`src/design/nbbo_pkg.sv`:
```
package nbbo_pkg;

  // Pixel coordinates are 12 bits; edges are 14-bit signed values.
  localparam int CELL_W  = 11;
  localparam int COORD_W = 12;
  localparam int EDGE_W  = 14;
  localparam int CMP_W   = 16;
  localparam int PIX_W   = 8;

  localparam int IDX_W   = 4;
  localparam int CFG_W   = 16;
  localparam int IN_W    = 72;
  localparam int OUT_W   = 48;

  localparam logic [IDX_W-1:0] REG_BOX_LEFT   = 4'd0;
  localparam logic [IDX_W-1:0] REG_BOX_TOP    = 4'd1;
  localparam logic [IDX_W-1:0] REG_BOX_RIGHT  = 4'd2;
  localparam logic [IDX_W-1:0] REG_BOX_BOTTOM = 4'd3;
  localparam logic [IDX_W-1:0] REG_THICKNESS  = 4'd4;
  localparam logic [IDX_W-1:0] REG_PAINT_LUMA = 4'd5;
  localparam logic [IDX_W-1:0] REG_PAINT_CB   = 4'd6;
  localparam logic [IDX_W-1:0] REG_PAINT_CR   = 4'd7;

  localparam logic [EDGE_W-1:0] RST_EDGE       = 14'd0;
  localparam logic [PIX_W-1:0]  RST_THICKNESS  = 8'd2;
  localparam logic [PIX_W-1:0]  RST_PAINT_LUMA = 8'd145;
  localparam logic [PIX_W-1:0]  RST_PAINT_CB   = 8'd54;
  localparam logic [PIX_W-1:0]  RST_PAINT_CR   = 8'd34;

  // Samples of one 2x2 cell.
  typedef struct packed {
    logic [PIX_W-1:0] cr;
    logic [PIX_W-1:0] cb;
    logic [PIX_W-1:0] luma_br;
    logic [PIX_W-1:0] luma_bl;
    logic [PIX_W-1:0] luma_tr;
    logic [PIX_W-1:0] luma_tl;
  } cell_t;

  typedef struct packed {
    logic [EDGE_W-1:0] box_left;
    logic [EDGE_W-1:0] box_top;
    logic [EDGE_W-1:0] box_right;
    logic [EDGE_W-1:0] box_bottom;
    logic [PIX_W-1:0]  thickness;
    logic [PIX_W-1:0]  paint_luma;
    logic [PIX_W-1:0]  paint_cb;
    logic [PIX_W-1:0]  paint_cr;
  } cfg_t;

  // Edge comparisons for the two columns (or two rows) of a cell.
  // Bit 0 is the even coordinate, bit 1 the odd one.
  typedef struct packed {
    logic [1:0] ge_lo;     // at or past the near edge
    logic [1:0] le_hi;     // at or before the far edge
    logic [1:0] le_lo_in;  // inside the band at the near edge
    logic [1:0] ge_hi_in;  // inside the band at the far edge
    logic [1:0] in_frame;
  } axis_cmp_t;

  typedef struct packed {
    axis_cmp_t x;
    axis_cmp_t y;
    cell_t     pix;
  } cmp_stage_t;

  // hit bit k: k[0] selects the odd column, k[1] the odd row.
  typedef struct packed {
    logic [3:0] hit;
    cell_t      pix;
  } hit_stage_t;

endpackage

```
`src/design/nbbo_compare.sv`:
```
module nbbo_compare #(
  parameter int MAX_WIDTH  = 4096,
  parameter int MAX_HEIGHT = 4096
) (
  input  logic                          clk,
  input  logic                          rst,
  input  logic                          advance,
  input  logic                          in_valid,
  input  logic [nbbo_pkg::CELL_W-1:0]   cell_col,
  input  logic [nbbo_pkg::CELL_W-1:0]   cell_row,
  input  nbbo_pkg::cell_t               pix,
  input  nbbo_pkg::cfg_t                cfg,
  output logic                          out_valid,
  output nbbo_pkg::cmp_stage_t          out_item
);

  localparam int LIM_W = nbbo_pkg::COORD_W + 1;

  nbbo_pkg::axis_cmp_t x_cmp;
  nbbo_pkg::axis_cmp_t y_cmp;

  logic signed [nbbo_pkg::CMP_W-1:0] left_s, right_s, top_s, bottom_s, thick_s;
  logic signed [nbbo_pkg::CMP_W-1:0] left_in, right_in, top_in, bottom_in;
  logic        [nbbo_pkg::COORD_W-1:0] xc [2];
  logic        [nbbo_pkg::COORD_W-1:0] yc [2];
  logic signed [nbbo_pkg::CMP_W-1:0] xs [2];
  logic signed [nbbo_pkg::CMP_W-1:0] ys [2];

  always_comb begin
    left_s   = nbbo_pkg::CMP_W'(signed'(cfg.box_left));
    right_s  = nbbo_pkg::CMP_W'(signed'(cfg.box_right));
    top_s    = nbbo_pkg::CMP_W'(signed'(cfg.box_top));
    bottom_s = nbbo_pkg::CMP_W'(signed'(cfg.box_bottom));
    thick_s  = signed'({{(nbbo_pkg::CMP_W-nbbo_pkg::PIX_W){1'b0}}, cfg.thickness});
    // Inner limits of the bands; with zero thickness the bands are empty.
    left_in   = left_s + thick_s - 16'sd1;
    right_in  = right_s - thick_s + 16'sd1;
    top_in    = top_s + thick_s - 16'sd1;
    bottom_in = bottom_s - thick_s + 16'sd1;
    for (int i = 0; i < 2; i++) begin
      xc[i] = {cell_col, i[0]};
      yc[i] = {cell_row, i[0]};
      xs[i] = signed'({{(nbbo_pkg::CMP_W-nbbo_pkg::COORD_W){1'b0}}, xc[i]});
      ys[i] = signed'({{(nbbo_pkg::CMP_W-nbbo_pkg::COORD_W){1'b0}}, yc[i]});
      x_cmp.ge_lo[i]    = xs[i] >= left_s;
      x_cmp.le_hi[i]    = xs[i] <= right_s;
      x_cmp.le_lo_in[i] = xs[i] <= left_in;
      x_cmp.ge_hi_in[i] = xs[i] >= right_in;
      x_cmp.in_frame[i] = {1'b0, xc[i]} < LIM_W'(MAX_WIDTH);
      y_cmp.ge_lo[i]    = ys[i] >= top_s;
      y_cmp.le_hi[i]    = ys[i] <= bottom_s;
      y_cmp.le_lo_in[i] = ys[i] <= top_in;
      y_cmp.ge_hi_in[i] = ys[i] >= bottom_in;
      y_cmp.in_frame[i] = {1'b0, yc[i]} < LIM_W'(MAX_HEIGHT);
    end
  end

  always_ff @(posedge clk) begin
    if (rst) begin
      out_valid <= 1'b0;
    end else if (advance) begin
      out_valid <= in_valid;
    end
  end

  always_ff @(posedge clk) begin
    if (advance) begin
      out_item.x   <= x_cmp;
      out_item.y   <= y_cmp;
      out_item.pix <= pix;
    end
  end

endmodule

```
`src/design/nbbo_combine.sv`:
```
module nbbo_combine (
  input  logic                  clk,
  input  logic                  rst,
  input  logic                  advance,
  input  logic                  in_valid,
  input  nbbo_pkg::cmp_stage_t  in_item,
  output logic                  out_valid,
  output nbbo_pkg::hit_stage_t  out_item
);

  logic [1:0] x_span, x_band, y_span, y_band;
  logic [3:0] hit;

  always_comb begin
    x_span = in_item.x.ge_lo & in_item.x.le_hi;
    y_span = in_item.y.ge_lo & in_item.y.le_hi;
    // Bands are taken literally, even past the opposite edge.
    x_band = (in_item.x.ge_lo & in_item.x.le_lo_in) | (in_item.x.ge_hi_in & in_item.x.le_hi);
    y_band = (in_item.y.ge_lo & in_item.y.le_lo_in) | (in_item.y.ge_hi_in & in_item.y.le_hi);
    for (int k = 0; k < 4; k++) begin
      hit[k] = in_item.x.in_frame[k%2] & in_item.y.in_frame[k/2] &
               ((x_span[k%2] & y_band[k/2]) | (y_span[k/2] & x_band[k%2]));
    end
  end

  always_ff @(posedge clk) begin
    if (rst) begin
      out_valid <= 1'b0;
    end else if (advance) begin
      out_valid <= in_valid;
    end
  end

  always_ff @(posedge clk) begin
    if (advance) begin
      out_item.hit <= hit;
      out_item.pix <= in_item.pix;
    end
  end

endmodule

```
`src/design/nbbo_paint.sv`:
```
module nbbo_paint (
  input  logic                  clk,
  input  logic                  rst,
  input  logic                  advance,
  input  logic                  in_valid,
  input  nbbo_pkg::hit_stage_t  in_item,
  input  nbbo_pkg::cfg_t        cfg,
  output logic                  out_valid,
  output nbbo_pkg::cell_t       out_cell
);

  nbbo_pkg::cell_t painted;
  logic            any_hit;

  always_comb begin
    any_hit = |in_item.hit;
    painted.luma_tl = in_item.hit[0] ? cfg.paint_luma : in_item.pix.luma_tl;
    painted.luma_tr = in_item.hit[1] ? cfg.paint_luma : in_item.pix.luma_tr;
    painted.luma_bl = in_item.hit[2] ? cfg.paint_luma : in_item.pix.luma_bl;
    painted.luma_br = in_item.hit[3] ? cfg.paint_luma : in_item.pix.luma_br;
    painted.cb      = any_hit ? cfg.paint_cb : in_item.pix.cb;
    painted.cr      = any_hit ? cfg.paint_cr : in_item.pix.cr;
  end

  always_ff @(posedge clk) begin
    if (rst) begin
      out_valid <= 1'b0;
    end else if (advance) begin
      out_valid <= in_valid;
    end
  end

  always_ff @(posedge clk) begin
    if (advance) begin
      out_cell <= painted;
    end
  end

endmodule

```
`src/design/nv12_box_border_overlay.sv`:
```
// Paints a rectangle outline of programmable thickness and color onto a
// 4:2:0 stream, one 2x2 cell per transaction. Each cell passes through a
// three-stage pipeline (edge compare, border decision, paint); the whole
// pipeline holds while a result waits on m_tready, and otherwise the block
// takes one cell every clock.
// Configuration is written through the cfg port, which is always ready, and
// must only be changed while no cell is in flight.
module nv12_box_border_overlay #(
  parameter int MAX_WIDTH  = 4096,
  parameter int MAX_HEIGHT = 4096
) (
  input  logic                         clk,
  input  logic                         rst,
  input  logic                         s_tvalid,
  output logic                         s_tready,
  // cell_col, cell_row, luma_top_left, luma_top_right, luma_bottom_left,
  // luma_bottom_right, chroma_cb, chroma_cr, zero fill
  input  logic [nbbo_pkg::IN_W-1:0]    s_tdata,
  output logic                         m_tvalid,
  input  logic                         m_tready,
  // out_luma_top_left, out_luma_top_right, out_luma_bottom_left,
  // out_luma_bottom_right, out_chroma_cb, out_chroma_cr
  output logic [nbbo_pkg::OUT_W-1:0]   m_tdata,
  input  logic                         cfg_valid,
  output logic                         cfg_ready,
  input  logic [nbbo_pkg::IDX_W-1:0]   cfg_index,
  input  logic [nbbo_pkg::CFG_W-1:0]   cfg_data
);

  nbbo_pkg::cfg_t       cfg;
  nbbo_pkg::cell_t      in_cell;
  nbbo_pkg::cell_t      out_cell;
  nbbo_pkg::cmp_stage_t cmp_item;
  nbbo_pkg::hit_stage_t hit_item;
  logic                 cmp_valid, hit_valid;
  logic                 advance;
  logic [nbbo_pkg::CELL_W-1:0] cell_col, cell_row;

  assign cfg_ready = 1'b1;
  assign advance   = !m_tvalid || m_tready;
  assign s_tready  = advance;

  assign cell_col        = s_tdata[10:0];
  assign cell_row        = s_tdata[21:11];
  assign in_cell.luma_tl = s_tdata[29:22];
  assign in_cell.luma_tr = s_tdata[37:30];
  assign in_cell.luma_bl = s_tdata[45:38];
  assign in_cell.luma_br = s_tdata[53:46];
  assign in_cell.cb      = s_tdata[61:54];
  assign in_cell.cr      = s_tdata[69:62];

  always_ff @(posedge clk) begin
    if (rst) begin
      cfg.box_left   <= nbbo_pkg::RST_EDGE;
      cfg.box_top    <= nbbo_pkg::RST_EDGE;
      cfg.box_right  <= nbbo_pkg::RST_EDGE;
      cfg.box_bottom <= nbbo_pkg::RST_EDGE;
      cfg.thickness  <= nbbo_pkg::RST_THICKNESS;
      cfg.paint_luma <= nbbo_pkg::RST_PAINT_LUMA;
      cfg.paint_cb   <= nbbo_pkg::RST_PAINT_CB;
      cfg.paint_cr   <= nbbo_pkg::RST_PAINT_CR;
    end else if (cfg_valid && cfg_ready) begin
      unique case (cfg_index)
        nbbo_pkg::REG_BOX_LEFT:   cfg.box_left   <= cfg_data[nbbo_pkg::EDGE_W-1:0];
        nbbo_pkg::REG_BOX_TOP:    cfg.box_top    <= cfg_data[nbbo_pkg::EDGE_W-1:0];
        nbbo_pkg::REG_BOX_RIGHT:  cfg.box_right  <= cfg_data[nbbo_pkg::EDGE_W-1:0];
        nbbo_pkg::REG_BOX_BOTTOM: cfg.box_bottom <= cfg_data[nbbo_pkg::EDGE_W-1:0];
        nbbo_pkg::REG_THICKNESS:  cfg.thickness  <= cfg_data[nbbo_pkg::PIX_W-1:0];
        nbbo_pkg::REG_PAINT_LUMA: cfg.paint_luma <= cfg_data[nbbo_pkg::PIX_W-1:0];
        nbbo_pkg::REG_PAINT_CB:   cfg.paint_cb   <= cfg_data[nbbo_pkg::PIX_W-1:0];
        nbbo_pkg::REG_PAINT_CR:   cfg.paint_cr   <= cfg_data[nbbo_pkg::PIX_W-1:0];
        default: ;
      endcase
    end
  end

  nbbo_compare #(
    .MAX_WIDTH  (MAX_WIDTH),
    .MAX_HEIGHT (MAX_HEIGHT)
  ) u_compare (
    .clk       (clk),
    .rst       (rst),
    .advance   (advance),
    .in_valid  (s_tvalid),
    .cell_col  (cell_col),
    .cell_row  (cell_row),
    .pix       (in_cell),
    .cfg       (cfg),
    .out_valid (cmp_valid),
    .out_item  (cmp_item)
  );

  nbbo_combine u_combine (
    .clk       (clk),
    .rst       (rst),
    .advance   (advance),
    .in_valid  (cmp_valid),
    .in_item   (cmp_item),
    .out_valid (hit_valid),
    .out_item  (hit_item)
  );

  nbbo_paint u_paint (
    .clk       (clk),
    .rst       (rst),
    .advance   (advance),
    .in_valid  (hit_valid),
    .in_item   (hit_item),
    .cfg       (cfg),
    .out_valid (m_tvalid),
    .out_cell  (out_cell)
  );

  assign m_tdata = {out_cell.cr, out_cell.cb, out_cell.luma_br, out_cell.luma_bl,
                    out_cell.luma_tr, out_cell.luma_tl};

endmodule

```
`config.mk`:
```
export PLATFORM = sky130hd
export DESIGN_NAME = nv12_box_border_overlay
export DESIGN_NICKNAME = d
export VERILOG_FILES = /design/src/design/nbbo_pkg.sv /design/src/design/nbbo_compare.sv /design/src/design/nbbo_combine.sv /design/src/design/nbbo_paint.sv /design/src/design/nv12_box_border_overlay.sv
export SDC_FILE = /design/constraint.sdc
export NUM_CORES = 1
export LEC_CHECK = 0
export BUFFER_PORTS_ARGS = -buffer_cell sky130_fd_sc_hd__clkbuf_2
export CAP_MARGIN = 20
export CORE_ASPECT_RATIO = 1.25
export CORE_MARGIN = 5
export CORE_UTILIZATION = 50
export DETAILED_ROUTE_END_ITERATION = 10
export PLACE_DENSITY = 0.72
export SLEW_MARGIN = 20
export SYNTH_ARGS = -nofsm -noshare
export SYNTH_HDL_FRONTEND = slang
export SYNTH_SLANG_ARGS = --single-unit
```
`constraint.sdc`:
```
create_clock -name clk -period 7.2 [get_ports clk]
set_clock_uncertainty 0.1 [all_clocks]
set_input_delay 1.44 -clock clk [delete_from_list [all_inputs] [get_ports clk]]
set_output_delay 1.44 -clock clk [all_outputs]
set_load 0.005 [all_outputs]
```
==> flow_results.xml, run 1 <==
<?xml version="1.0" encoding="UTF-8"?>
<metrics>
  <group name="worst_hold_path">
    <metric name="min_path_type" unit="">flop to flop</metric>
  </group>
  <group name="clock_network">
    <metric name="cts-htree-levels" unit="">1</metric>
    <metric name="cts_tree" unit="">done</metric>
    <metric name="holdBufCountCts" unit="">0</metric>
    <metric name="clk_pin_slew" unit="ps">60</metric>
    <metric name="clock_buffers_created_by_tritoncts" unit="">27</metric>
    <metric name="postCtsSetupBuffers" unit="">0</metric>
    <metric name="worst_skew_pair.late_latency" unit="ps">530</metric>
    <metric name="cell_chosen_for_the_clock_root" unit="">clkbuf_16</metric>
    <metric name="cts_repair_resize_count" unit="">0</metric>
    <metric name="sinks_on_clock_net" unit="">255</metric>
    <metric name="cts_buffer_depth" unit="">3</metric>
  </group>
  <group name="timing">
    <metric name="timing.max_slew.rel_slack" unit="">0.295</metric>
    <metric name="setup_viol_count_final" unit="">0</metric>
    <metric name="min_period_over_period" unit="">0.710</metric>
    <metric name="timing.final.hold_violations" unit="">0</metric>
    <metric name="fin_tns_setup" unit="ps">0</metric>
    <metric name="fin_hold_ws" unit="ps">314</metric>
    <metric name="finalMaxSlewViolations" unit="">0</metric>
    <metric name="rsz0062_at_grt" unit="">no</metric>
    <metric name="fmax" unit="MHz">196</metric>
    <metric name="worst_max_slew_pin_slew" unit="ps">1050</metric>
    <metric name="final_period_minus_worst_setup_slack" unit="ps">5110</metric>
    <metric name="final.setup.worst_slack" unit="ps">2090</metric>
  </group>
  <group name="floorplan">
    <metric name="core-area" unit="um^2">29300</metric>
    <metric name="row_count" unit="">70</metric>
    <metric name="start_util" unit="">0.508</metric>
    <metric name="fp.dieW" unit="um">164</metric>
    <metric name="ios" unit="">148</metric>
    <metric name="dieArea" unit="um^2">33300</metric>
    <metric name="dieHeight" unit="um">203</metric>
  </group>
  <group name="place">
    <metric name="dp_slack" unit="ps">2130</metric>
    <metric name="numPortBuffers" unit="">142</metric>
    <metric name="place.gp.congestion" unit="">0.950</metric>
    <metric name="hpwl_dp" unit="mm">26.7</metric>
    <metric name="cell_area_placed" unit="um^2">15900</metric>
  </group>
  <group name="routing">
    <metric name="drt-vias-per-instance" unit="">5.69</metric>
    <metric name="routed_wl" unit="mm">36.2</metric>
    <metric name="initialDrtViolationCount" unit="">836</metric>
    <metric name="detail_route.first_pass.iterations" unit="">5</metric>
    <metric name="detail_route.wl_per_cell" unit="um">18.4</metric>
    <metric name="ant_nets" unit="">0</metric>
    <metric name="num_vias" unit="">11200</metric>
    <metric name="route.detailed.drc" unit="">0</metric>
  </group>
  <group name="layout">
    <metric name="stdcell_area" unit="um^2">16800</metric>
    <metric name="syn_to_final_growth" unit="%">13.3</metric>
    <metric name="antenna_cells" unit="">0</metric>
    <metric name="layout_commonest_cell" unit="">edfxtp_1</metric>
    <metric name="fin_nets" unit="">1776</metric>
    <metric name="layout-drive-gt1-share" unit="">0.169</metric>
    <metric name="final_cell_mix" unit="">edfxtp_1 (164), clkbuf_2 (141), ha_1 (130)</metric>
  </group>
  <group name="critical_path">
    <metric name="critical_path_buf_inv_count" unit="">1</metric>
    <metric name="crit_chain" unit="">inv_1 -&gt; fa_1 -&gt; nand2b_1 -&gt; a21o_1 -&gt; a311oi_1 -&gt; o211ai_1 -&gt; nor3_1 -&gt; nand2_1 -&gt; o21ai_0 -&gt; o21ai_0 -&gt; xnor2_1 -&gt; ha_1 -&gt; a21o_1 -&gt; a221oi_1 -&gt; a21oi_1 -&gt; a31oi_1</metric>
    <metric name="cpLargestDelayFamily" unit="">compound AO/OA/AOI/OAI gates</metric>
    <metric name="largest_fanout_on_the_critical_path" unit="">6</metric>
    <metric name="worst-endpoint-required" unit="ps">7410</metric>
    <metric name="cp-end-kind" unit="">flop</metric>
    <metric name="cpMaxStageDelayCell" unit="">dfxtp_1</metric>
    <metric name="critPathKind" unit="">flop to flop</metric>
    <metric name="setup.worst_path.start_class" unit="">flop</metric>
    <metric name="critPathArrivalTime" unit="ps">5320</metric>
    <metric name="reg2reg_slack" unit="ps">2090</metric>
    <metric name="cp_slowest_stage_delay" unit="ps">620</metric>
  </group>
  <group name="global_route">
    <metric name="maximum_number_of_pins_on_one_net_before_global_route_repair" unit="">92</metric>
    <metric name="grtUsageTotal" unit="">0.213</metric>
    <metric name="via_count_of_the_first_global_routing_pass" unit="">10900</metric>
    <metric name="grt_overflow" unit="">0</metric>
    <metric name="grt_first_pass_wirelength" unit="mm">56.8</metric>
    <metric name="grt_antenna_before_repair" unit="">1</metric>
  </group>
  <group name="logic_synthesis">
    <metric name="synth_fp_nets" unit="">1653</metric>
    <metric name="netlist_instances" unit="">1422</metric>
    <metric name="synth_cell_type_count" unit="">81</metric>
    <metric name="synth_edf_count" unit="">164</metric>
    <metric name="flip_flop_cell_with_the_highest_count_after_synthesis" unit="">edfxtp_1</metric>
    <metric name="ys_seq_area_frac" unit="">0.454</metric>
    <metric name="count_of_state_elements_after_synthesis" unit="">255</metric>
    <metric name="netlist_area" unit="um^2">14900</metric>
    <metric name="postSynthAreaPerCell" unit="um^2">10.4</metric>
    <metric name="yosysWarnings" unit="">0</metric>
    <metric name="synth_async_sr_flop_share" unit="">0</metric>
  </group>
  <group name="job">
    <metric name="cap_violations" unit="">0</metric>
  </group>
  <group name="power">
    <metric name="power-per-cell-area" unit="nW/um^2">218</metric>
    <metric name="vdd.ir_drop.worst" unit="mV">0.225</metric>
    <metric name="power.static_leakage" unit="nW">7.06</metric>
  </group>
  <group name="status">
    <metric name="status" unit="">finished, final reports clean</metric>
  </group>
</metrics>
## logic make-up (layout without fill, tap and decap cells)
logic type / after synthesis / after routing / synth area share
buffers and inverters: 140 / 284 / 0.0356
flip-flops: 255 / 255 / 0.454
XOR/XNOR: 65 / 65 / 0.0383
AO/OA/AOI/OAI: 327 / 327 / 0.148
AND/OR/NAND/NOR: 395 / 395 / 0.134
multiplexers: 105 / 105 / 0.0749
other: 1 / 1 / 0.000253
adder cells (fa/ha/maj): 134 / 134 / 0.115
## state kept, by name, summed over array words and instances, names as in the netlist
name                 count
u_paint.out_cell        48
u_compare.out_item      64
cfg                     88
u_paint.out_valid        1
u_combine.out_valid      1
u_compare.out_valid      1
u_combine.out_item      52
## layout make-up
| type | instances | area (um^2) |
|---|---|---|
| Multi-Input combinational cell | 1027 | 7600 |
| Inverter | 87 | 327 |
| Tap cell | 396 | 495 |
| Timing Repair Buffer | 147 | 748 |
| Fill cell | 2508 | 12400 |
| Clock inverter | 13 | 131 |
| Clock buffer | 37 | 786 |
| Sequential cell | 255 | 6750 |
## worst paths after layout
check,start,end,cells past startpoint
setup / recovery,cfg[25]$_SDFFE_PP1P_,u_compare.out_item[62]$_DFFE_PP_,16
hold / removal,u_compare.out_item[0]$_DFFE_PP_,u_combine.out_item[0]$_DFFE_PP_,0
setup reg to reg,cfg[25]$_SDFFE_PP1P_,u_compare.out_item[62]$_DFFE_PP_,16
hold reg to reg,u_compare.out_item[0]$_DFFE_PP_,u_combine.out_item[0]$_DFFE_PP_,0
## through the flow
step,total power [W],std cells,util
floorplan,0.00208,1422,-
global placement,0.00227,1912,0.544
detailed placement,0.00228,1912,0.544
CTS,0.00370,1962,0.575
global route,0.00383,1962,0.575
finish,0.00367,1962,0.575
## power breakdown
part           leakage, nW  internal [W]  switching, W
Combinational         4.13      0.000238      0.000267
Sequential            2.47       0.00168     0.0000697
Clock                0.454      0.000841      0.000571
## Yosys cell counts, types with 4 or more instances
cell type	count	area share
or4_1	5	0.0025
inv_1	86	0.022
nand2_1	105	0.027
a221oi_1	5	0.0029
and4_1	6	0.0035
a31o_2	4	0.0024
o31ai_1	8	0.0040
a21o_1	49	0.025
ha_1	130	0.11
mux2i_1	56	0.038
o21a_1	12	0.0061
a21oi_1	90	0.030
nor3b_1	10	0.0051
and2_1	10	0.0042
nand4b_1	4	0.0024
a31oi_1	10	0.0042
a21boi_0	7	0.0035
a211o_1	13	0.0077
o211ai_1	9	0.0045
dfxtp_1	91	0.12
nand2b_1	21	0.0088
nor2_1	105	0.027
nand3b_1	5	0.0025
a211oi_1	9	0.0045
edfxtp_1	164	0.33
xnor2_1	50	0.029
o21ai_0	57	0.019
clkbuf_1	51	0.013
a2111oi_0	6	0.0035
nor2b_1	27	0.011
nand4_1	20	0.0084
fa_1	4	0.0054
a32oi_1	5	0.0029
nor4_1	4	0.0017
mux2_2	49	0.037
nor3_1	21	0.0071
or3_1	6	0.0025
o22ai_1	6	0.0025
xor2_1	15	0.0088
nand3_1	27	0.0091
## layer usage
layer	GRT usage	up-vias	wire (um)
met4	0.0596	2	962
met3	0.0359	60	2380
li1	-	5463	-
met5	0	-	11
met2	0.356	353	17300
met1	0.285	5290	15600
No activity file was read; power rests on OpenSTA's default activity.
==> run 2, diff against run 1 <==
Settings changed: PLACE_DENSITY 0.72 to 0.69.
Clock period 7.2 ns to 5.1 ns, I/O delays scaled along.
==> run 2 against run 1 <==
Effect of this change:
- core utilization down 0.19 points
- largest power group unchanged
- global-route usage is 0.38 points higher
- critical endpoint is now u_compare.out_item[63]$_DFFE_PP_
- worst setup slack got worse by 1700 ps
- final area shrank 0.33%
- die area unchanged
- via count is 0.18% lower
- first-iteration DRC count is 0.84% higher
- hold slack got worse by 0.97 ps
- critical path depth fell by 2
- combinational power grew 40%
- largest cell class unchanged
- maximum frequency is 9.2% higher
==> flow_results.xml, run 2 (synthesized netlist as in run 1, its figures left out) <==
<?xml version="1.0" encoding="UTF-8"?>
<metrics>
  <group name="status">
    <metric name="status" unit="">finished, final reports clean</metric>
  </group>
  <group name="floorplan">
    <metric name="row_count" unit="">70</metric>
    <metric name="dieHeight" unit="um">203</metric>
    <metric name="start_util" unit="">0.508</metric>
    <metric name="ios" unit="">148</metric>
    <metric name="dieArea" unit="um^2">33300</metric>
    <metric name="core-area" unit="um^2">29300</metric>
    <metric name="fp.dieW" unit="um">164</metric>
  </group>
  <group name="timing">
    <metric name="timing.final.hold_violations" unit="">0</metric>
    <metric name="worst_max_slew_pin_slew" unit="ps">1090</metric>
    <metric name="fin_tns_setup" unit="ps">0</metric>
    <metric name="rsz0062_at_grt" unit="">no</metric>
    <metric name="finalMaxSlewViolations" unit="">0</metric>
    <metric name="fmax" unit="MHz">214</metric>
    <metric name="setup_viol_count_final" unit="">0</metric>
    <metric name="min_period_over_period" unit="">0.918</metric>
    <metric name="final_period_minus_worst_setup_slack" unit="ps">4680</metric>
    <metric name="fin_hold_ws" unit="ps">313</metric>
    <metric name="timing.max_slew.rel_slack" unit="">0.273</metric>
  </group>
  <group name="global_route">
    <metric name="grt_first_pass_wirelength" unit="mm">57.4</metric>
    <metric name="grt_antenna_before_repair" unit="">0</metric>
    <metric name="via_count_of_the_first_global_routing_pass" unit="">10800</metric>
    <metric name="grtUsageTotal" unit="">0.216</metric>
    <metric name="maximum_number_of_pins_on_one_net_before_global_route_repair" unit="">168</metric>
    <metric name="grt_overflow" unit="">0</metric>
  </group>
  <group name="clock_network">
    <metric name="cts-htree-levels" unit="">1</metric>
    <metric name="clock_buffers_created_by_tritoncts" unit="">26</metric>
    <metric name="cts_tree" unit="">done</metric>
    <metric name="cts_repair_resize_count" unit="">0</metric>
    <metric name="postCtsSetupBuffers" unit="">0</metric>
    <metric name="clk_pin_slew" unit="ps">60</metric>
    <metric name="worst_skew_pair.late_latency" unit="ps">540</metric>
    <metric name="cell_chosen_for_the_clock_root" unit="">clkbuf_16</metric>
    <metric name="cts_buffer_depth" unit="">3</metric>
    <metric name="sinks_on_clock_net" unit="">255</metric>
    <metric name="holdBufCountCts" unit="">0</metric>
  </group>
  <group name="routing">
    <metric name="detail_route.first_pass.iterations" unit="">5</metric>
    <metric name="num_vias" unit="">11100</metric>
    <metric name="routed_wl" unit="mm">36.6</metric>
    <metric name="detail_route.wl_per_cell" unit="um">18.7</metric>
    <metric name="route.detailed.drc" unit="">0</metric>
    <metric name="ant_nets" unit="">0</metric>
    <metric name="drt-vias-per-instance" unit="">5.68</metric>
    <metric name="initialDrtViolationCount" unit="">843</metric>
  </group>
  <group name="critical_path">
    <metric name="cp-end-kind" unit="">flop</metric>
    <metric name="critPathArrivalTime" unit="ps">4840</metric>
    <metric name="worst-endpoint-required" unit="ps">5260</metric>
    <metric name="critPathKind" unit="">flop to flop</metric>
    <metric name="largest_fanout_on_the_critical_path" unit="">6</metric>
    <metric name="critical_path.reg2reg.endpoint" unit="">u_compare.out_item[63]$_DFFE_PP_</metric>
    <metric name="worst-r2r-cell-count" unit="">14</metric>
    <metric name="reg2reg_slack" unit="ps">420</metric>
    <metric name="setup.worst_path.start_class" unit="">flop</metric>
    <metric name="regToRegStartpoint" unit="">cfg[25]$_SDFFE_PP1P_</metric>
  </group>
  <group name="worst_hold_path">
    <metric name="min-delay-start" unit="">u_compare.out_item[8]$_DFFE_PP_</metric>
    <metric name="min_delay_path_depth" unit="">0</metric>
    <metric name="min_path_type" unit="">flop to flop</metric>
    <metric name="timing.hold.worst_endpoint" unit="">u_combine.out_item[8]$_DFFE_PP_</metric>
  </group>
  <group name="layout">
    <metric name="biggest_registers_after_layout" unit="">cfg (88), u_compare.out_item (64), u_combine.out_item (52)</metric>
    <metric name="final_util" unit="">0.573</metric>
    <metric name="layout-drive-gt1-share" unit="">0.170</metric>
    <metric name="fin_nets" unit="">1777</metric>
    <metric name="antenna_cells" unit="">0</metric>
    <metric name="nFillCells" unit="">2529</metric>
    <metric name="stdcell_area" unit="um^2">16800</metric>
    <metric name="final_cell_mix" unit="">edfxtp_1 (164), clkbuf_2 (141), ha_1 (130)</metric>
    <metric name="largest_register_by_flop_count" unit="">cfg</metric>
    <metric name="multiInputGateArea" unit="um^2">7590</metric>
    <metric name="largest_register_ffs" unit="">88</metric>
    <metric name="syn_to_final_growth" unit="%">12.9</metric>
    <metric name="layout_commonest_cell" unit="">edfxtp_1</metric>
    <metric name="final-seq-area" unit="um^2">6750</metric>
  </group>
  <group name="job">
    <metric name="cap_violations" unit="">0</metric>
  </group>
  <group name="place">
    <metric name="numPortBuffers" unit="">142</metric>
    <metric name="hpwl_dp" unit="mm">27.2</metric>
    <metric name="cell_area_placed" unit="um^2">15900</metric>
    <metric name="place.gp.congestion" unit="">0.851</metric>
  </group>
  <group name="power">
    <metric name="power.static_leakage" unit="nW">7.03</metric>
    <metric name="power-per-cell-area" unit="nW/um^2">301</metric>
    <metric name="vdd.ir_drop.worst" unit="mV">0.302</metric>
  </group>
</metrics>
-- run 2: power breakdown --
part | internal [W] | switching (W)
registers | 0.00238 | 0.000101
clock network | 0.00103 | 0.000826
logic | 0.000336 | 0.000370
total | 0.00374 | 0.00130
-- run 2: worst max-delay path by stage --
stage               depth (start not counted)                               end  slack [ps]                  from
floorplan                                   1                          s_tready         810              m_tready
global placement                           14  u_compare.out_item[63]$_DFFE_PP_         500  cfg[25]$_SDFFE_PP1P_
detailed placement                         14  u_compare.out_item[62]$_DFFE_PP_         440  cfg[25]$_SDFFE_PP1P_
CTS                                        14  u_compare.out_item[63]$_DFFE_PP_         430  cfg[25]$_SDFFE_PP1P_
global route                               16  u_compare.out_item[52]$_DFFE_PP_          70  cfg[25]$_SDFFE_PP1P_
finish                                     14  u_compare.out_item[63]$_DFFE_PP_         420  cfg[25]$_SDFFE_PP1P_
-- run 2: final cells by class --
class,count,area share
multi-input cells,1027,0.453
flip-flops and latches,255,0.402
repair buffers,149,0.0462
clock buffers,31,0.0411
well taps,396,0.0295
inverters,87,0.0195
clock inverters,17,0.00873
-- run 2: worst max-delay path, stage by stage (launching register included) --
cell and delay (ps):
dfxtp_1 600, inv_1 290, fa_1 550, nand2b_1 220, a21o_1 180, a311oi_1 460, o211ai_1 200, nor3_1 460
and2_1 280, xnor2_1 150, ha_1 280, and4_1 220, and2_1 150, a21oi_1 150, a31oi_1 100
-- run 2: metrics by stage --
| step | setup slack (ps) | power [W] | std cells |
|---|---|---|---|
| floorplan | 806 | 0.00294 | 1422 |
| global placement | 499 | 0.00321 | 1914 |
| detailed placement | 442 | 0.00323 | 1914 |
| CTS | 425 | 0.00509 | 1962 |
| global route | 72.8 | 0.00526 | 1962 |
| finish | 420 | 0.00504 | 1962 |
-- run 2: per-layer routing --
metal	share of wire	global-route usage	vias to the layer above	routed length, um
met5	0	0	-	0
met4	0.036	0.0722	0	1330
met3	0.065	0.0465	70	2390
met2	0.47	0.362	286	17400
met1	0.42	0.279	5319	15500
li1	-	-	5473	-
==> run 3, diff against run 2 <==
Settings changed: ABC_AREA set to 1, CORE_UTILIZATION 50 to 40, PLACE_DENSITY 0.69 to unset.
==> run 3 against run 2 <==
Effect of this change:
- wire length grew 4.8%
- sequential power up 2%
- sequential share of layout area shrank 0.15 points
- count of clock-buffer cells in the layout is 3 higher
- register-to-register slack better by 520 ps
- critical path type unchanged
==> flow_results.xml, run 3 <==
<?xml version="1.0" encoding="UTF-8"?>
<metrics>
  <group name="place">
    <metric name="place.gp.congestion" unit="">0.904</metric>
    <metric name="hpwl_dp" unit="mm">28.8</metric>
    <metric name="dp_slack" unit="ps">949</metric>
    <metric name="numPortBuffers" unit="">142</metric>
    <metric name="cell_area_placed" unit="um^2">16000</metric>
  </group>
  <group name="logic_synthesis">
    <metric name="flip_flop_cell_with_the_highest_count_after_synthesis" unit="">edfxtp_1</metric>
    <metric name="postSynthAreaPerCell" unit="um^2">8.89</metric>
    <metric name="synth_edf_count" unit="">164</metric>
    <metric name="netlist_area" unit="um^2">14700</metric>
    <metric name="synth.area.top_cells" unit="">edfxtp_1 (33%), dfxtp_1 (12%), ha_1 (11%), nand2_1 (8.5%), inv_1 (5.3%)</metric>
    <metric name="synth_cell_type_count" unit="">48</metric>
    <metric name="synth_async_sr_flop_share" unit="">0</metric>
    <metric name="ys_seq_area_frac" unit="">0.459</metric>
    <metric name="yosysTopAreaCellShare" unit="">0.335</metric>
    <metric name="synthDominantAreaCellType" unit="">edfxtp_1</metric>
    <metric name="count_of_state_elements_after_synthesis" unit="">255</metric>
    <metric name="yosysWarnings" unit="">0</metric>
    <metric name="synth_fp_nets" unit="">1885</metric>
    <metric name="synth_top_cells_by_count" unit="">nand2_1 (333), inv_1 (207), edfxtp_1 (164)</metric>
    <metric name="yosysMostFrequentCell" unit="">nand2_1</metric>
    <metric name="netlist_instances" unit="">1654</metric>
  </group>
  <group name="layout">
    <metric name="biggest_registers_after_layout" unit="">cfg (88), u_compare.out_item (64), u_combine.out_item (52)</metric>
    <metric name="largest_register_ffs" unit="">88</metric>
    <metric name="layout-drive-gt1-share" unit="">0.156</metric>
    <metric name="stdcell_area" unit="um^2">16800</metric>
    <metric name="layout_commonest_cell" unit="">nand2_1</metric>
    <metric name="fin_nets" unit="">2035</metric>
    <metric name="syn_to_final_growth" unit="%">14.5</metric>
    <metric name="final_cell_mix" unit="">nand2_1 (333), inv_1 (206), edfxtp_1 (164)</metric>
    <metric name="largest_register_by_flop_count" unit="">cfg</metric>
  </group>
  <group name="floorplan">
    <metric name="fp.dieW" unit="um">181</metric>
    <metric name="start_util" unit="">0.405</metric>
    <metric name="row_count" unit="">78</metric>
    <metric name="dieHeight" unit="um">224</metric>
    <metric name="dieArea" unit="um^2">40700</metric>
    <metric name="ios" unit="">148</metric>
    <metric name="core-area" unit="um^2">36300</metric>
  </group>
  <group name="timing">
    <metric name="min_period_over_period" unit="">0.816</metric>
    <metric name="worst_max_slew_pin_slew" unit="ps">865</metric>
    <metric name="timing.final.hold_violations" unit="">0</metric>
    <metric name="final_period_minus_worst_setup_slack" unit="ps">4160</metric>
    <metric name="fin_hold_ws" unit="ps">313</metric>
    <metric name="final.setup.worst_slack" unit="ps">936</metric>
    <metric name="rsz0062_at_grt" unit="">no</metric>
    <metric name="fin_tns_setup" unit="ps">0</metric>
    <metric name="setup_viol_count_final" unit="">0</metric>
    <metric name="fmax" unit="MHz">240</metric>
    <metric name="timing.max_slew.rel_slack" unit="">0.423</metric>
    <metric name="finalMaxSlewViolations" unit="">0</metric>
  </group>
  <group name="status">
    <metric name="status" unit="">finished, final reports clean</metric>
  </group>
  <group name="critical_path">
    <metric name="worst-endpoint-required" unit="ps">5280</metric>
    <metric name="critPathArrivalTime" unit="ps">4350</metric>
    <metric name="setup.worst_path.start_class" unit="">flop</metric>
    <metric name="largest_fanout_on_the_critical_path" unit="">5</metric>
    <metric name="cp-end-kind" unit="">flop</metric>
    <metric name="worst-r2r-cell-count" unit="">17</metric>
    <metric name="critPathKind" unit="">flop to flop</metric>
  </group>
  <group name="clock_network">
    <metric name="cts_repair_resize_count" unit="">0</metric>
    <metric name="cts_buffer_depth" unit="">3</metric>
    <metric name="cell_chosen_for_the_clock_root" unit="">clkbuf_16</metric>
    <metric name="clk_pin_slew" unit="ps">60</metric>
    <metric name="postCtsSetupBuffers" unit="">0</metric>
    <metric name="holdBufCountCts" unit="">0</metric>
    <metric name="sinks_on_clock_net" unit="">255</metric>
    <metric name="cts-htree-levels" unit="">1</metric>
    <metric name="clock_buffers_created_by_tritoncts" unit="">26</metric>
    <metric name="cts_tree" unit="">done</metric>
    <metric name="worst_skew_pair.late_latency" unit="ps">540</metric>
  </group>
  <group name="worst_hold_path">
    <metric name="min_path_type" unit="">flop to flop</metric>
    <metric name="min_delay_path_depth" unit="">0</metric>
  </group>
  <group name="routing">
    <metric name="initialDrtViolationCount" unit="">666</metric>
    <metric name="route.detailed.drc" unit="">0</metric>
    <metric name="routed_wl" unit="mm">38.4</metric>
    <metric name="num_vias" unit="">11700</metric>
    <metric name="detail_route.first_pass.iterations" unit="">5</metric>
    <metric name="ant_nets" unit="">0</metric>
    <metric name="detail_route.wl_per_cell" unit="um">16.6</metric>
    <metric name="drt-vias-per-instance" unit="">5.10</metric>
  </group>
  <group name="global_route">
    <metric name="grt_overflow" unit="">0</metric>
    <metric name="via_count_of_the_first_global_routing_pass" unit="">11400</metric>
    <metric name="grt_antenna_before_repair" unit="">0</metric>
    <metric name="grtUsageTotal" unit="">0.181</metric>
    <metric name="grt_first_pass_wirelength" unit="mm">59.4</metric>
    <metric name="maximum_number_of_pins_on_one_net_before_global_route_repair" unit="">168</metric>
  </group>
  <group name="power">
    <metric name="total_power" unit="W">0.00540</metric>
    <metric name="sequentialPowerShare" unit="">0.469</metric>
    <metric name="power.share.clock" unit="">0.354</metric>
    <metric name="vdd.ir_drop.worst" unit="mV">0.320</metric>
    <metric name="power.static_leakage" unit="nW">7.82</metric>
    <metric name="netSwitchingPower" unit="W">0.00148</metric>
    <metric name="power-per-cell-area" unit="nW/um^2">321</metric>
    <metric name="power_frac_comb" unit="">0.177</metric>
    <metric name="power_report.internal_total" unit="W">0.00392</metric>
    <metric name="netSwitchingFraction" unit="">0.275</metric>
  </group>
  <group name="job">
    <metric name="cap_violations" unit="">0</metric>
  </group>
</metrics>
-- run 3: logic make-up after synthesis --
| kind of cell | share of synthesized area |
|---|---|
| flops | 0.459 |
| xor+xnor | 0.0334 |
| mux | 0.0368 |
| buf+inv | 0.0608 |
| fa+ha+maj | 0.116 |
| other cells | 0.000255 |
| simple gates | 0.201 |
| compound gates | 0.0929 |
-- run 3: final cells by class --
cell class | instances | area (um^2)
Timing Repair Buffer | 146 | 761
Fill cell | 3520 | 19500
Clock inverter | 14 | 148
Tap cell | 480 | 601
Sequential cell | 255 | 6750
Clock buffer | 34 | 711
Inverter | 213 | 803
Antenna cell | 1 | 2.50
Multi-Input combinational cell | 1162 | 7070
-- run 3: path summary, 6_finish.rpt --
kind                                    startpoint                                to  slack, ps
setup / recovery              cfg[25]$_SDFFE_PP1P_  u_compare.out_item[53]$_DFFE_PP_        940
hold / removal    u_compare.out_item[19]$_DFFE_PP_  u_combine.out_item[19]$_DFFE_PP_        310
setup reg to reg              cfg[25]$_SDFFE_PP1P_  u_compare.out_item[53]$_DFFE_PP_        940
hold reg to reg   u_compare.out_item[19]$_DFFE_PP_  u_combine.out_item[19]$_DFFE_PP_        310
-- run 3: metal layers --
layer  wire [um]  vias up  track usage
li1            -     5917            -
met1       16300     5469        0.225
met2       18400      268        0.314
met3        1960       91       0.0328
met4        1670        0       0.0724
met5           0        -            0
-- run 3: power by group through the flow --
| stage | logic (W) | registers, W | clock network [W] |
|---|---|---|---|
| after floorplan | 0.000635 | 0.00253 | 0 |
| after global placement | 0.000933 | 0.00258 | 0 |
| after detailed placement | 0.000955 | 0.00257 | 0 |
| after CTS | 0.000963 | 0.00254 | 0.00195 |
| after global routing | 0.00107 | 0.00255 | 0.00203 |
| final | 0.000957 | 0.00253 | 0.00191 |
-- run 3: stage by stage --
step	util	std cells
after global placement	0.439	2254
after CTS	0.463	2302
after global routing	0.464	2304
after detailed placement	0.439	2254
after floorplan	-	1654
final	0.464	2305
-- run 3: worst max-delay path: stages, from the launching register on --
cell,delay (ps)
dfxtp_1,570
inv_1,310
fa_1,520
xor2_1,340
nand2_1,110
nor2_2,140
nand2_1,80
nor2_2,150
nand2_1,100
nor3_1,240
xor2_1,160
inv_1,60
ha_1,290
inv_1,50
nor3_1,390
nand3_1,140
nand3_1,100
nand2_1,60
